## src/hw/rtl/ssm_pkg.sv

```systemverilog
// shared types, constants and helpers for the substring search matcher
package ssm_pkg;

    localparam int PIDX_W     = 4;
    localparam int BYTE_W     = 8;
    localparam int START_W    = 20;
    localparam int MLEN_W     = 5;
    localparam int CFG_LEN_W  = 5;
    localparam int APB_ADDR_W = 4;
    localparam int APB_DATA_W = 32;
    localparam int REG_IDX_W  = 2;

    localparam logic CMD_PATTERN = 1'b0;
    localparam logic CMD_TEXT    = 1'b1;

    localparam logic [REG_IDX_W-1:0] REG_PATTERN_LEN     = 2'd0;
    localparam logic [REG_IDX_W-1:0] REG_SEARCH_BACKWARD = 2'd1;
    localparam logic [REG_IDX_W-1:0] REG_IGNORE_CASE     = 2'd2;

    typedef struct packed {
        logic [CFG_LEN_W-1:0] pattern_len;
        logic                 search_backward;
        logic                 ignore_case;
    } ssm_cfg_t;

    function automatic logic [BYTE_W-1:0] fold_byte(input logic [BYTE_W-1:0] c,
                                                    input logic ic);
        logic [BYTE_W-1:0] r;
        r = c;
        if (ic && (c >= 8'h61) && (c <= 8'h7a))
        begin
            r = c - 8'h20;
        end
        return r;
    endfunction

endpackage

```

## src/hw/rtl/ssm_if.sv

```systemverilog
// valid/ready channel interfaces for input items and results
interface ssm_in_if import ssm_pkg::*; ();
    logic              valid;
    logic              ready;
    logic              cmd;
    logic [PIDX_W-1:0] pattern_index;
    logic [BYTE_W-1:0] data_byte;
    logic              last_text;

    modport source (output valid, cmd, pattern_index, data_byte, last_text, input ready);
    modport sink   (input valid, cmd, pattern_index, data_byte, last_text, output ready);
endinterface

interface ssm_out_if import ssm_pkg::*; ();
    logic               valid;
    logic               ready;
    logic               found;
    logic [START_W-1:0] match_start;
    logic [MLEN_W-1:0]  match_length;
    logic               overflow;

    modport source (output valid, found, match_start, match_length, overflow, input ready);
    modport sink   (input valid, found, match_start, match_length, overflow, output ready);
endinterface

```

## src/hw/rtl/substring_search_matcher.sv

```systemverilog
// top level: input stage, region tracking and result register
//
//  channel   dir  handshake      payload
//  item      in   valid/ready    cmd, pattern_index, data_byte, last_text
//  result    out  valid/ready    found, match_start, match_length, overflow
//  apb       in   psel/penable   pattern_len, search_backward, ignore_case
//
// one item per cycle unless the input stage stalls; the last text byte of a region
// passes the input register, then compare and tracking logic into the result register
// reset clears the window, region state and config; the pattern store is not reset
// the input stage stalls only when it holds a region end and the result register is
// full and not taken; everything else keeps flowing
module substring_search_matcher import ssm_pkg::*;
#(
    parameter int MAX_PATTERN   = 16,
    parameter int POSITION_BITS = 20
)
(
    input  logic                  clk,
    input  logic                  rst_n,
    input  logic                  psel,
    input  logic                  penable,
    input  logic                  pwrite,
    input  logic [APB_ADDR_W-1:0] paddr,
    input  logic [APB_DATA_W-1:0] pwdata,
    output logic [APB_DATA_W-1:0] prdata,
    output logic                  pready,
    ssm_in_if.sink                item,
    ssm_out_if.source             result
);

    localparam int LenW = $clog2(MAX_PATTERN + 1);
    localparam int CmpW = (LenW > CFG_LEN_W) ? LenW : CFG_LEN_W;
    localparam logic [POSITION_BITS-1:0] Cap = '1;

    ssm_cfg_t cfg;

    logic              stage_valid_reg;
    logic              stage_cmd_reg;
    logic [PIDX_W-1:0] stage_pidx_reg;
    logic [BYTE_W-1:0] stage_byte_reg;
    logic              stage_last_reg;

    logic [POSITION_BITS-1:0] count_reg;
    logic                     hit_seen_reg;
    logic [POSITION_BITS-1:0] hit_start_reg;
    logic                     overflow_seen_reg;

    logic               out_valid_reg;
    logic               out_found_reg;
    logic [START_W-1:0] out_start_reg;
    logic [MLEN_W-1:0]  out_len_reg;
    logic               out_ovf_reg;

    logic [LenW-1:0]          eff_len;
    logic                     advance;
    logic                     is_text;
    logic                     room;
    logic                     shift_en;
    logic                     load_en;
    logic                     emit;
    logic                     all_match;
    logic                     take;
    logic [POSITION_BITS-1:0] count_inc;
    logic [POSITION_BITS-1:0] count_now;
    logic [POSITION_BITS-1:0] len_p;
    logic                     hit_seen_next;
    logic [POSITION_BITS-1:0] hit_start_next;
    logic                     overflow_next;
    logic                     found_next;
    logic [POSITION_BITS-1:0] start_next;
    logic [MLEN_W-1:0]        mlen_next;
    logic [POSITION_BITS+START_W-1:0] start_ext;

    ssm_cfg u_cfg
    (
        .clk     (clk),
        .rst_n   (rst_n),
        .psel    (psel),
        .penable (penable),
        .pwrite  (pwrite),
        .paddr   (paddr),
        .pwdata  (pwdata),
        .prdata  (prdata),
        .pready  (pready),
        .cfg     (cfg)
    );

    assign eff_len = (CmpW'(cfg.pattern_len) > CmpW'(MAX_PATTERN))
                   ? LenW'(MAX_PATTERN) : LenW'(cfg.pattern_len);

    // stage moves unless it holds a region end facing a blocked result register
    assign advance = stage_valid_reg
        && !(stage_cmd_reg == CMD_TEXT && stage_last_reg && out_valid_reg && !result.ready);
    assign item.ready = !stage_valid_reg || advance;

    always_ff @(posedge clk or negedge rst_n)
    begin
        if (!rst_n)
        begin
            stage_valid_reg <= 1'b0;
        end
        else if (item.ready)
        begin
            stage_valid_reg <= item.valid;
        end
    end

    always_ff @(posedge clk)
    begin
        if (item.valid && item.ready)
        begin
            stage_cmd_reg  <= item.cmd;
            stage_pidx_reg <= item.pattern_index;
            stage_byte_reg <= item.data_byte;
            stage_last_reg <= item.last_text;
        end
    end

    assign is_text   = stage_cmd_reg == CMD_TEXT;
    assign room      = count_reg != Cap;
    assign shift_en  = advance && is_text && room;
    assign load_en   = advance && !is_text;
    assign emit      = advance && is_text && stage_last_reg;
    assign count_inc = count_reg + 1'b1;
    assign len_p     = POSITION_BITS'(eff_len);

    ssm_window #(
        .MAX_PATTERN (MAX_PATTERN),
        .LEN_W       (LenW)
    ) u_window (
        .clk           (clk),
        .rst_n         (rst_n),
        .load_en       (load_en),
        .shift_en      (shift_en),
        .clear_en      (emit),
        .pattern_index (stage_pidx_reg),
        .data_byte     (stage_byte_reg),
        .eff_len       (eff_len),
        .ignore_case   (cfg.ignore_case),
        .all_match     (all_match)
    );

    always_comb
    begin
        take = shift_en && (eff_len != '0) && (count_inc >= len_p) && all_match
            && (cfg.search_backward || !hit_seen_reg);
        hit_seen_next  = hit_seen_reg || take;
        hit_start_next = take ? (count_inc - len_p) : hit_start_reg;
        count_now      = room ? count_inc : count_reg;
        overflow_next  = overflow_seen_reg || !room;

        if (eff_len == '0)
        begin
            found_next = 1'b1;
            start_next = cfg.search_backward ? count_now : '0;
            mlen_next  = '0;
        end
        else if (hit_seen_next)
        begin
            found_next = 1'b1;
            start_next = hit_start_next;
            mlen_next  = MLEN_W'(eff_len);
        end
        else
        begin
            found_next = 1'b0;
            start_next = '0;
            mlen_next  = '0;
        end
        start_ext = {{START_W{1'b0}}, start_next};
    end

    always_ff @(posedge clk or negedge rst_n)
    begin
        if (!rst_n)
        begin
            count_reg         <= '0;
            hit_seen_reg      <= 1'b0;
            hit_start_reg     <= '0;
            overflow_seen_reg <= 1'b0;
        end
        else if (emit)
        begin
            count_reg         <= '0;
            hit_seen_reg      <= 1'b0;
            hit_start_reg     <= '0;
            overflow_seen_reg <= 1'b0;
        end
        else if (advance && is_text)
        begin
            count_reg         <= count_now;
            hit_seen_reg      <= hit_seen_next;
            hit_start_reg     <= hit_start_next;
            overflow_seen_reg <= overflow_next;
        end
    end

    always_ff @(posedge clk or negedge rst_n)
    begin
        if (!rst_n)
        begin
            out_valid_reg <= 1'b0;
        end
        else if (emit)
        begin
            out_valid_reg <= 1'b1;
        end
        else if (result.ready)
        begin
            out_valid_reg <= 1'b0;
        end
    end

    always_ff @(posedge clk)
    begin
        if (emit)
        begin
            out_found_reg <= found_next;
            out_start_reg <= start_ext[START_W-1:0];
            out_len_reg   <= mlen_next;
            out_ovf_reg   <= overflow_next;
        end
    end

    assign result.valid        = out_valid_reg;
    assign result.found        = out_found_reg;
    assign result.match_start  = out_start_reg;
    assign result.match_length = out_len_reg;
    assign result.overflow     = out_ovf_reg;

endmodule

```

## src/hw/rtl/ssm_cfg.sv

```systemverilog
// apb configuration registers
module ssm_cfg import ssm_pkg::*;
(
    input  logic                  clk,
    input  logic                  rst_n,
    input  logic                  psel,
    input  logic                  penable,
    input  logic                  pwrite,
    input  logic [APB_ADDR_W-1:0] paddr,
    input  logic [APB_DATA_W-1:0] pwdata,
    output logic [APB_DATA_W-1:0] prdata,
    output logic                  pready,
    output ssm_cfg_t              cfg
);

    ssm_cfg_t             cfg_reg;
    logic                 wr_en;
    logic [REG_IDX_W-1:0] reg_idx;

    assign pready  = 1'b1;
    assign wr_en   = psel && penable && pwrite && pready;
    assign reg_idx = paddr[APB_ADDR_W-1:2];
    assign cfg     = cfg_reg;

    always_ff @(posedge clk or negedge rst_n)
    begin
        if (!rst_n)
        begin
            cfg_reg <= '0;
        end
        else if (wr_en)
        begin
            case (reg_idx)
                REG_PATTERN_LEN:     cfg_reg.pattern_len     <= pwdata[CFG_LEN_W-1:0];
                REG_SEARCH_BACKWARD: cfg_reg.search_backward <= pwdata[0];
                REG_IGNORE_CASE:     cfg_reg.ignore_case     <= pwdata[0];
                default:             cfg_reg                 <= cfg_reg;
            endcase
        end
    end

    always_comb
    begin
        case (reg_idx)
            REG_PATTERN_LEN:     prdata = APB_DATA_W'(cfg_reg.pattern_len);
            REG_SEARCH_BACKWARD: prdata = APB_DATA_W'(cfg_reg.search_backward);
            REG_IGNORE_CASE:     prdata = APB_DATA_W'(cfg_reg.ignore_case);
            default:             prdata = '0;
        endcase
    end

endmodule

```

## src/hw/rtl/ssm_window.sv

```systemverilog
// pattern store, text window shift line and parallel window compare
module ssm_window import ssm_pkg::*;
#(
    parameter int MAX_PATTERN = 16,
    parameter int LEN_W       = 5
)
(
    input  logic              clk,
    input  logic              rst_n,
    input  logic              load_en,
    input  logic              shift_en,
    input  logic              clear_en,
    input  logic [PIDX_W-1:0] pattern_index,
    input  logic [BYTE_W-1:0] data_byte,
    input  logic [LEN_W-1:0]  eff_len,
    input  logic              ignore_case,
    output logic              all_match
);

    logic [BYTE_W-1:0]             pat_reg   [MAX_PATTERN];
    logic [BYTE_W-1:0]             win_reg   [MAX_PATTERN];
    logic [BYTE_W-1:0]             win_next  [MAX_PATTERN];
    logic [MAX_PATTERN*BYTE_W-1:0] rev_flat;
    logic [MAX_PATTERN*BYTE_W-1:0] aligned_flat;
    logic [LEN_W-1:0]              shift_amt;
    logic [MAX_PATTERN-1:0]        pos_ok;

    always_ff @(posedge clk)
    begin
        for (int k = 0; k < MAX_PATTERN; k++)
        begin
            if (load_en && (int'(pattern_index) == k))
            begin
                pat_reg[k] <= data_byte;
            end
        end
    end

    // window after the incoming byte is shifted in
    always_comb
    begin
        win_next[0] = data_byte;
        for (int k = 1; k < MAX_PATTERN; k++)
        begin
            win_next[k] = win_reg[k-1];
        end
    end

    always_ff @(posedge clk or negedge rst_n)
    begin
        if (!rst_n)
        begin
            for (int k = 0; k < MAX_PATTERN; k++)
            begin
                win_reg[k] <= '0;
            end
        end
        else if (clear_en)
        begin
            for (int k = 0; k < MAX_PATTERN; k++)
            begin
                win_reg[k] <= '0;
            end
        end
        else if (shift_en)
        begin
            for (int k = 0; k < MAX_PATTERN; k++)
            begin
                win_reg[k] <= win_next[k];
            end
        end
    end

    // pattern byte i lines up with window byte len-1-i
    assign shift_amt = LEN_W'(MAX_PATTERN) - eff_len;

    always_comb
    begin
        for (int k = 0; k < MAX_PATTERN; k++)
        begin
            rev_flat[k*BYTE_W +: BYTE_W] = win_next[MAX_PATTERN-1-k];
        end
        aligned_flat = rev_flat >> {shift_amt, 3'b000};
        for (int i = 0; i < MAX_PATTERN; i++)
        begin
            pos_ok[i] = (LEN_W'(i) >= eff_len)
                || (fold_byte(pat_reg[i], ignore_case)
                    == fold_byte(aligned_flat[i*BYTE_W +: BYTE_W], ignore_case));
        end
    end

    assign all_match = &pos_ok;

endmodule

```

## src/flat_wrapper.sv

```systemverilog
// flat-port wrapper written by rule: the top's interface ports become plain ports
module substring_search_matcher_flat import ssm_pkg::*;
#(
    parameter int MAX_PATTERN   = 16,
    parameter int POSITION_BITS = 20
)
  (clk, rst_n, psel, penable, pwrite, paddr, pwdata, prdata, pready, item_valid, item_cmd, item_pattern_index, item_data_byte, item_last_text, item_ready, result_valid, result_found, result_match_start, result_match_length, result_overflow, result_ready);
  ssm_in_if item_i ();
  ssm_out_if result_i ();
  input  logic clk;
  input  logic rst_n;
  input  logic psel;
  input  logic penable;
  input  logic pwrite;
  input  logic [APB_ADDR_W-1:0] paddr;
  input  logic [APB_DATA_W-1:0] pwdata;
  output logic [APB_DATA_W-1:0] prdata;
  output logic pready;
  input wire logic [$bits(item_i.valid)-1:0] item_valid;
  input wire logic [$bits(item_i.cmd)-1:0] item_cmd;
  input wire logic [$bits(item_i.pattern_index)-1:0] item_pattern_index;
  input wire logic [$bits(item_i.data_byte)-1:0] item_data_byte;
  input wire logic [$bits(item_i.last_text)-1:0] item_last_text;
  output wire logic [$bits(item_i.ready)-1:0] item_ready;
  output wire logic [$bits(result_i.valid)-1:0] result_valid;
  output wire logic [$bits(result_i.found)-1:0] result_found;
  output wire logic [$bits(result_i.match_start)-1:0] result_match_start;
  output wire logic [$bits(result_i.match_length)-1:0] result_match_length;
  output wire logic [$bits(result_i.overflow)-1:0] result_overflow;
  input wire logic [$bits(result_i.ready)-1:0] result_ready;
  assign item_i.valid = item_valid;
  assign item_i.cmd = item_cmd;
  assign item_i.pattern_index = item_pattern_index;
  assign item_i.data_byte = item_data_byte;
  assign item_i.last_text = item_last_text;
  assign item_ready = item_i.ready;
  assign result_valid = result_i.valid;
  assign result_found = result_i.found;
  assign result_match_start = result_i.match_start;
  assign result_match_length = result_i.match_length;
  assign result_overflow = result_i.overflow;
  assign result_i.ready = result_ready;
  substring_search_matcher #(.MAX_PATTERN(MAX_PATTERN), .POSITION_BITS(POSITION_BITS)) u_core (.clk(clk), .rst_n(rst_n), .psel(psel), .penable(penable), .pwrite(pwrite), .paddr(paddr), .pwdata(pwdata), .prdata(prdata), .pready(pready), .item(item_i), .result(result_i));
endmodule
```

## config.mk

```make
export PLATFORM = sky130hd
export DESIGN_NAME = substring_search_matcher_flat
export DESIGN_NICKNAME = d
export VERILOG_FILES = /design/src/hw/rtl/ssm_pkg.sv /design/src/hw/rtl/ssm_if.sv /design/src/hw/rtl/substring_search_matcher.sv /design/src/hw/rtl/ssm_cfg.sv /design/src/hw/rtl/ssm_window.sv /design/src/flat_wrapper.sv
export SDC_FILE = /design/constraint.sdc
export NUM_CORES = 1
export LEC_CHECK = 0
export BUFFER_PORTS_ARGS = -buffer_cell sky130_fd_sc_hd__buf_2
export CAP_MARGIN = 25
export CORE_ASPECT_RATIO = 0.6
export CORE_MARGIN = 3
export CORE_UTILIZATION = 44
export CTS_CLUSTER_SIZE = 16
export DETAILED_ROUTE_END_ITERATION = 16
export HOLD_SLACK_MARGIN = 0.1
export PLACE_DENSITY_LB_ADDON = 0.3
export RECOVER_POWER = 100
export SETUP_SLACK_MARGIN = 0.02
export SLEW_MARGIN = 20
export SYNTH_ARGS = -nofsm -noshare
export SYNTH_HDL_FRONTEND = slang
export SYNTH_SLANG_ARGS = --single-unit
```

## constraint.sdc

```tcl
create_clock -name clk -period 7.1 [get_ports clk]
set_input_delay 0.71 -clock clk [delete_from_list [all_inputs] [get_ports clk]]
set_output_delay 0.71 -clock clk [all_outputs]
set_load 0.02 [all_outputs]
```

==> results of run 1 <==
path summary, 6_finish.rpt:
kind / start / endpoint / slack (ps) / cells after the start
min reg2reg: u_core.overflow_seen_reg / u_core.overflow_seen_reg / 480 / 2
max in group asynchronous: rst_n / u_core.count_reg[16] / 1610 / 2
max reg2reg: u_core.stage_byte_reg[6] / u_core.result.match_start[17] / -40 / 14
min: item_data_byte[6] / u_core.stage_byte_reg[6] / 300 / 1
min in group asynchronous: rst_n / u_core.hit_start_reg[1] / 1660 / 1
max: u_core.stage_byte_reg[6] / u_core.result.match_start[17] / -40 / 14
layout make-up:
type | count | area, um2
Tap cell | 770 | 963
Sequential cell | 340 | 9350
Clock inverter | 20 | 171
Inverter | 85 | 323
Timing Repair Buffer | 200 | 1330
Clock buffer | 50 | 1100
Fill cell | 5452 | 29500
Multi-Input combinational cell | 2285 | 15700
cell usage after synthesis, drive strengths merged (9+ instances only):
library cell	n
nand2	463
a21oi	251
mux2i	173
dfrtp	171
edfxtp	169
nor2	152
buf	131
clkbuf	109
nand3	99
o21ai	89
inv	85
xnor2	83
nor3	64
mux4	60
mux2	55
nand4	53
a31oi	49
xor2	47
o31ai	43
ha	41
nand2b	39
nor4	33
o211ai	26
and2	25
a211oi	22
and3	21
o21a	20
o22ai	19
or3	19
or4	19
o311ai	17
a2111oi	15
nor2b	15
a311o	14
a21o	13
o32ai	13
a22oi	12
or2	12
a211o	10
a221oi	9
a311oi	9
nor4b	9
o221ai	9
o31a	9
per-stage QoR:
| stage | area, um2 | hold WS, ps | TNS (ps) |
|---|---|---|---|
| 3_5_place_dp | 27800 | 476 | 0 |
| 6_report | 28900 | 296 | -82.2 |
| 2_1_floorplan | 26500 | 414 | 0 |
| 3_3_place_gp | 27800 | 471 | 0 |
| 4_1_cts | 29100 | 163 | 0 |
| 5_1_grt | 28900 | 276 | 0 |
where the power goes:
part / leakage, uW / total, uW / switching [uW] / internal [uW]
combinational: 0.00655 / 4930 / 3300 / 1630
sequential: 0.00389 / 2280 / 129 / 2150
clock: 0.000632 / 2050 / 907 / 1140
total: 0.0111 / 9270 / 4340 / 4930
cells by family (layout without fill, tap and decap cells):
logic type                 count (synthesis)  in the layout  synth area share, %
xor gates and xnor gates                 132            132                 4.49
buffers and inverters                    325            355                 6.05
other                                      2             28               0.0284
DFF                                      340            340                 35.4
muxes                                    288            288                 14.0
AOI/OAI and AO/OA                        731            731                 18.7
adders and majority gates                 42             42                 2.02
and+or+nand+nor                         1064           1064                 19.4
repair_timing:
action	CTS	global route
setup endpoints to repair	0	3
endpoints found under the hold margin	0	0
hold buffers	0	0
resized for setup	0	1
cells in the final DEF, fill, tap and decap left out, types with 41 or more instances in the layout:
cell type  synthesis  routed
a21oi_1          250     250
a31oi_1           48      47
buf_4             56     100
clkbuf_1         109      60
clkbuf_16          0      41
dfrtp_1          171     171
edfxtp_1         169     169
inv_1             81      81
mux2_2            50      50
mux2i_1          171     171
mux4_2            60      60
nand2_1          462     461
nand3_1           95      95
nand4_1           53      53
nor2_1           152     152
nor3_1            61      60
o21ai_0           80      80
o31ai_1           42      42
xnor2_1           83      83
xor2_1            47      47
routing by layer:
layer  GRT usage [%]  wire (um)  vias to the layer above
li1                -          -                    10900
met1            54.0      50700                    12400
met2            42.3      39900                     1614
met3            13.6      16900                      176
met4            7.91       2740                        2
met5               0          9                        -
==> reports/metrics.cfg, run 1 <==
[synthesis]
synth_seq_cells=340
yosysTopAreaCellShare_pct=19.2
synth_area_leaders=edfxtp_1, dfrtp_1, nand2_1
synth_cell_types=108
ys_async_sr_fraction_pct=50.3
yosys.area.top_type=edfxtp_1
yosysWarnings=0
syn_area_um2=26400
synth_flop_cell=dfrtp_1
synth-edff-count=169
syn_avg_cell_area_um2=9.04
synthCells=2924
yosysSeqAreaShare_pct=35.4

[sta]
fin_worst_skew_ps=21.7
final.setup.worst_slack_ps=-38.4
rsz0062_at_grt=no
worst_pin_slew_ps=4400
min_period_over_period_pct=101
max_freq_ghz=0.140
finalSetupViolCount=3
drv_slew=388
hold_viol=0
fin_crit_ps=7140
slew_headroom_pct=-194

[clock_network]
cts_tree=built
clk_latency_ps=590
numCtsBuffers=38
clock_tree.buffer_depth=3
cts_sinks=340
cts-htree-levels=2
clk_pin_slew_worst_paths_ps=70
post-cts-setup-buffers=0
cts-root-buf=clkbuf_16

[die]
die_w_um=322
pin_count=119
start_util_pct=45.2
die_area_um2=63200
num_rows=68
die_h_um=196
core_um2=58500

[job]
drv_cap=8

[layout]
syn2layout_area_growth_pct=9.35
drive_gt1_share_pct=12.6
utilization_pct=49.5
instances_no_fill=3750
nets=3049
largest_register_ffs=128
diodes=0

[drt]
viasPerCell=6.71
drt_first_pass_iters=9
post_drt_wl_per_cell_um=29.4
drc=0
routed-via-count=25200
drt_wl_total_um=110000
ant_nets=0
detail_route.iter0.violations=3916

[power_and_ir_drop]
p_per_area_nw_per_um2=320
leakage_uw=0.0111
total_power_uw=9270
peakVddDrop_v=0.000174

[worst_setup_path]
critPathBufInv=3
crit_chain=clkbuf_1 > mux2i_1 > nor3_1 > inv_1 > ha_1 > inv_1 > o2111ai_1 > o21ai_1 > a41o_1 > o311a_1 > o2111ai_1 > a2111oi_4 > nand3_4 > o211ai_1
cp-start-kind=flop
path_class=reg2reg
cp_top_family=compound AO/OA/AOI/OAI gates
cp.required_ps=7420
path_max_fanout=23
cp_slowest_cell=clkbuf_1
arrival_ps=7460
crit_path_end_kind=flop
cpPeakStageDelay_ps=1690

[placed_design]
numPortBuffers=61
place.gp.congestion=1.08
dp_hpwl_um=82800
pre_cts_ws_ps=378
dpl.cell_count=3679

[global_route]
grt_start_max_net_pins=101
grt_pass1_vias=22800
grt-ovfl-total=0
grt_usage_pct=34.2
antenna_found_initial=6
grt_pass1_wl_um=160000

[min_path]
hp-class=in2reg

[outcome]
outcome=complete, but fails checks
violations=max-capacitance violations, max-slew violations, negative setup slack

Power figures use the tool's default switching activity.
==> run 2, diff against run 1 <==
Clock period 7.1 ns to 8.1 ns, I/O delays scaled along.
==> run 2 against run 1 <==
  * The flow finishes with violations (max-capacitance violations, max-slew violations)
  * Flip-flop and latch count did not move
  * Power fell by 14%
  * Cell count fell by 1.5%
==> reports/metrics.cfg, run 2 (synthesized netlist as in run 1, its figures left out) <==
[layout]
nets=2994  ; was 3049
final_cell_mix=nand2_1, a21oi_1, mux2i_1, dfrtp_1, edfxtp_1  ; unchanged
instances_no_fill=3693  ; was 3750
syn2layout_area_growth_pct=7.89  ; was 9.35%
drive_gt1_share_pct=11.2  ; was 12.6%
fillers=5431  ; was 5452
regArea_um2=9350  ; unchanged
layout_commonest_cell=nand2_1  ; unchanged
largest_register_ffs=128  ; unchanged
multi_input_area_um2=15700  ; about the same

[power_and_ir_drop]
peakVddDrop_v=0.000175  ; was 0.000174 V
total_power_uw=7940  ; was 9270 uW
p_per_area_nw_per_um2=278  ; was 320 nW/um2
leakage_uw=0.0108  ; was 0.0111 uW

[clock_network]
post-cts-setup-buffers=0  ; unchanged
cts-root-buf=clkbuf_16  ; unchanged
cts_resized=0  ; unchanged
cts_sinks=340  ; unchanged
holdBufCountCts=0  ; unchanged
cts_tree=built  ; unchanged
clk_latency_ps=570  ; was 590 ps
numCtsBuffers=36  ; was 38
cts-htree-levels=2  ; unchanged
clock_tree.buffer_depth=3  ; unchanged
clk_pin_slew_worst_paths_ps=70  ; about the same

[worst_setup_path]
critPathBufInv=4  ; was 3
r2r_cells=19  ; was 14
cp-start-kind=flop  ; unchanged
crit_chain=buf_4 > nor2b_1 > inv_1 > ha_1 > nand2_2 > nand3_4 > mux2i_1 > buf_4 > o22ai_1 > nor2_1 > inv_1 > ha_1 > nand2_1 > nor2_1 > a2111oi_0 > a31o_1 > and4_1 > nand3_4 > o311ai_0  ; was clkbuf_1 > mux2i_1 > nor3_1 > inv_1 > ha_1 > inv_1 > o2111ai_1 > o21ai_1 > a41o_1 > o311a_1 > o2111ai_1 > a2111oi_4 > nand3_4 > o211ai_1
arrival_ps=7880  ; was 7460 ps
cp_top_family=simple AND/OR/NAND/NOR gates  ; was compound AO/OA/AOI/OAI gates
r2r_slack_ps=500  ; was -40 ps
cp.required_ps=8380  ; was 7420 ps
r2r-end=u_core.result.match_start[0]  ; was u_core.result.match_start[17]
crit_path_end_kind=flop  ; unchanged
path_class=reg2reg  ; unchanged
r2r-start=u_core.u_cfg.cfg[3]  ; was u_core.stage_byte_reg[6]
path_max_fanout=26  ; was 23
cpPeakStageDelay_ps=920  ; was 1690 ps
cp_slowest_cell=mux2i_1  ; was clkbuf_1

[global_route]
antenna_found_initial=6  ; unchanged
grt_usage_pct=31.8  ; was 34.2%
grt_pass1_wl_um=152000  ; was 160000 um
grt_pass1_vias=22700  ; was 22.8k
grt-ovfl-total=0  ; unchanged
grt_start_max_net_pins=91  ; was 101

[sta]
fin_crit_ps=7600  ; was 7140 ps
finalSetupViolCount=0  ; was 3
drv_slew=552  ; was 388
fin_worst_skew_ps=23.0  ; was 21.7 ps
worst_pin_slew_ps=3720  ; was 4400 ps
min_period_over_period_pct=93.8  ; was 101%
hold_viol=0  ; unchanged
max_freq_ghz=0.132  ; was 0.140 GHz
slew_headroom_pct=-148  ; was -194%
setup-tns-final_ps=0  ; was -82.2 ps
rsz0062_at_grt=no  ; unchanged

[drt]
drt_wl_total_um=103000  ; was 110000 um
detail_route.iter0.violations=4001  ; was 3916
ant_nets=0  ; unchanged
post_drt_wl_per_cell_um=27.9  ; was 29.4 um
routed-via-count=25100  ; was 25.2k
viasPerCell=6.78  ; was 6.71
drt_first_pass_iters=6  ; was 9
drc=0  ; unchanged

[outcome]
violations=max-capacitance violations, max-slew violations  ; was max-capacitance violations, max-slew violations, negative setup slack
outcome=complete, but fails checks  ; unchanged

[min_path]
worstHoldEndpoint=u_core.stage_byte_reg[1]  ; was u_core.stage_byte_reg[6]
hold_path_depth=1  ; unchanged
hp-class=in2reg  ; unchanged
worst_hold_startpoint=item_data_byte[1]  ; was item_data_byte[6]

[die]
die_w_um=322  ; unchanged
core_um2=58500  ; unchanged
num_rows=68  ; unchanged
pin_count=119  ; unchanged
die_h_um=196  ; unchanged
start_util_pct=45.2  ; unchanged
die_area_um2=63200  ; unchanged

[placed_design]
dpl.cell_count=3625  ; was 3679
place.gp.congestion=1.06  ; was 1.08
dp_hpwl_um=75100  ; was 82800 um
numPortBuffers=61  ; unchanged

[job]
drv_cap=14  ; was 8

==> run 2: cell types whose count changed in the layout (fill, tap and decap cells not counted), sizes merged <==
cell | previous run | this run
clkbuf | 108 | 98
inv | 87 | 85
buf | 142 | 100
diode | 0 | 2
bufinv | 1 | 4
clkinv | 15 | 7
==> run 2: cell type report <==
type / instances / share of cell area [%]
multi-input combinational: 2285 / 54.9
sequential: 340 / 32.8
clock buffer: 51 / 3.94
tap: 770 / 3.38
timing repair buffer: 147 / 3.18
inverter: 85 / 1.13
clock inverter: 13 / 0.645
antenna: 2 / 0.0175
==> run 2: metrics by stage <==
stage                     util (%)  area [um2]  hold slack (ps)  setup WS, ps
after floorplan                  -       26500              454          1980
after global placement        46.7       27300              474          1230
after detailed placement      46.7       27300              478          1120
after CTS                     49.0       28600              245          1090
after global routing          48.8       28500              399           237
final                         48.8       28500              414           503
==> run 2: worst reg2reg max path, stage by stage (launching register included) <==
cell and delay [ps]:
dfrtp_1 360, buf_4 210, nor2b_1 200, inv_1 150, ha_1 810, nand2_2 420
nand3_4 540, mux2i_1 930, buf_4 230, o22ai_1 70, nor2_1 530, inv_1 210
ha_1 340, nand2_1 60, nor2_1 40, a2111oi_0 580, a31o_1 380, and4_1 300
nand3_4 310, o311ai_0 670
==> run 2: per-layer routing <==
layer	global-route usage (%)	up-vias	routed length [um]
met5	0	-	209
met4	7.81	8	2740
met3	13.8	226	16700
met2	40.9	1746	38700
met1	47.8	12200	44800
li1	-	10800	-
==> run 2: power by group <==
part           leakage [uW]  internal [uW]  switching [uW]  total, uW
clock              0.000640           1100             750       1850
sequential          0.00389           1890             116       2000
combinational       0.00630           1320            2770       4090
==> run 2: worst max-delay path by stage <==
stage | from | to | slack [ps] | cells past startpoint
floorplan | u_core.u_cfg.cfg[6] | u_core.result.match_start[10] | 1980 | 24
global placement | u_core.u_cfg.cfg[3] | u_core.result.match_start[0] | 1230 | 19
detailed placement | u_core.u_cfg.cfg[3] | u_core.result.match_start[0] | 1120 | 19
CTS | u_core.u_cfg.cfg[3] | u_core.result.match_start[0] | 1090 | 19
global route | u_core.u_cfg.cfg[3] | u_core.result.match_start[0] | 240 | 19
finish | u_core.u_cfg.cfg[3] | u_core.result.match_start[0] | 500 | 19
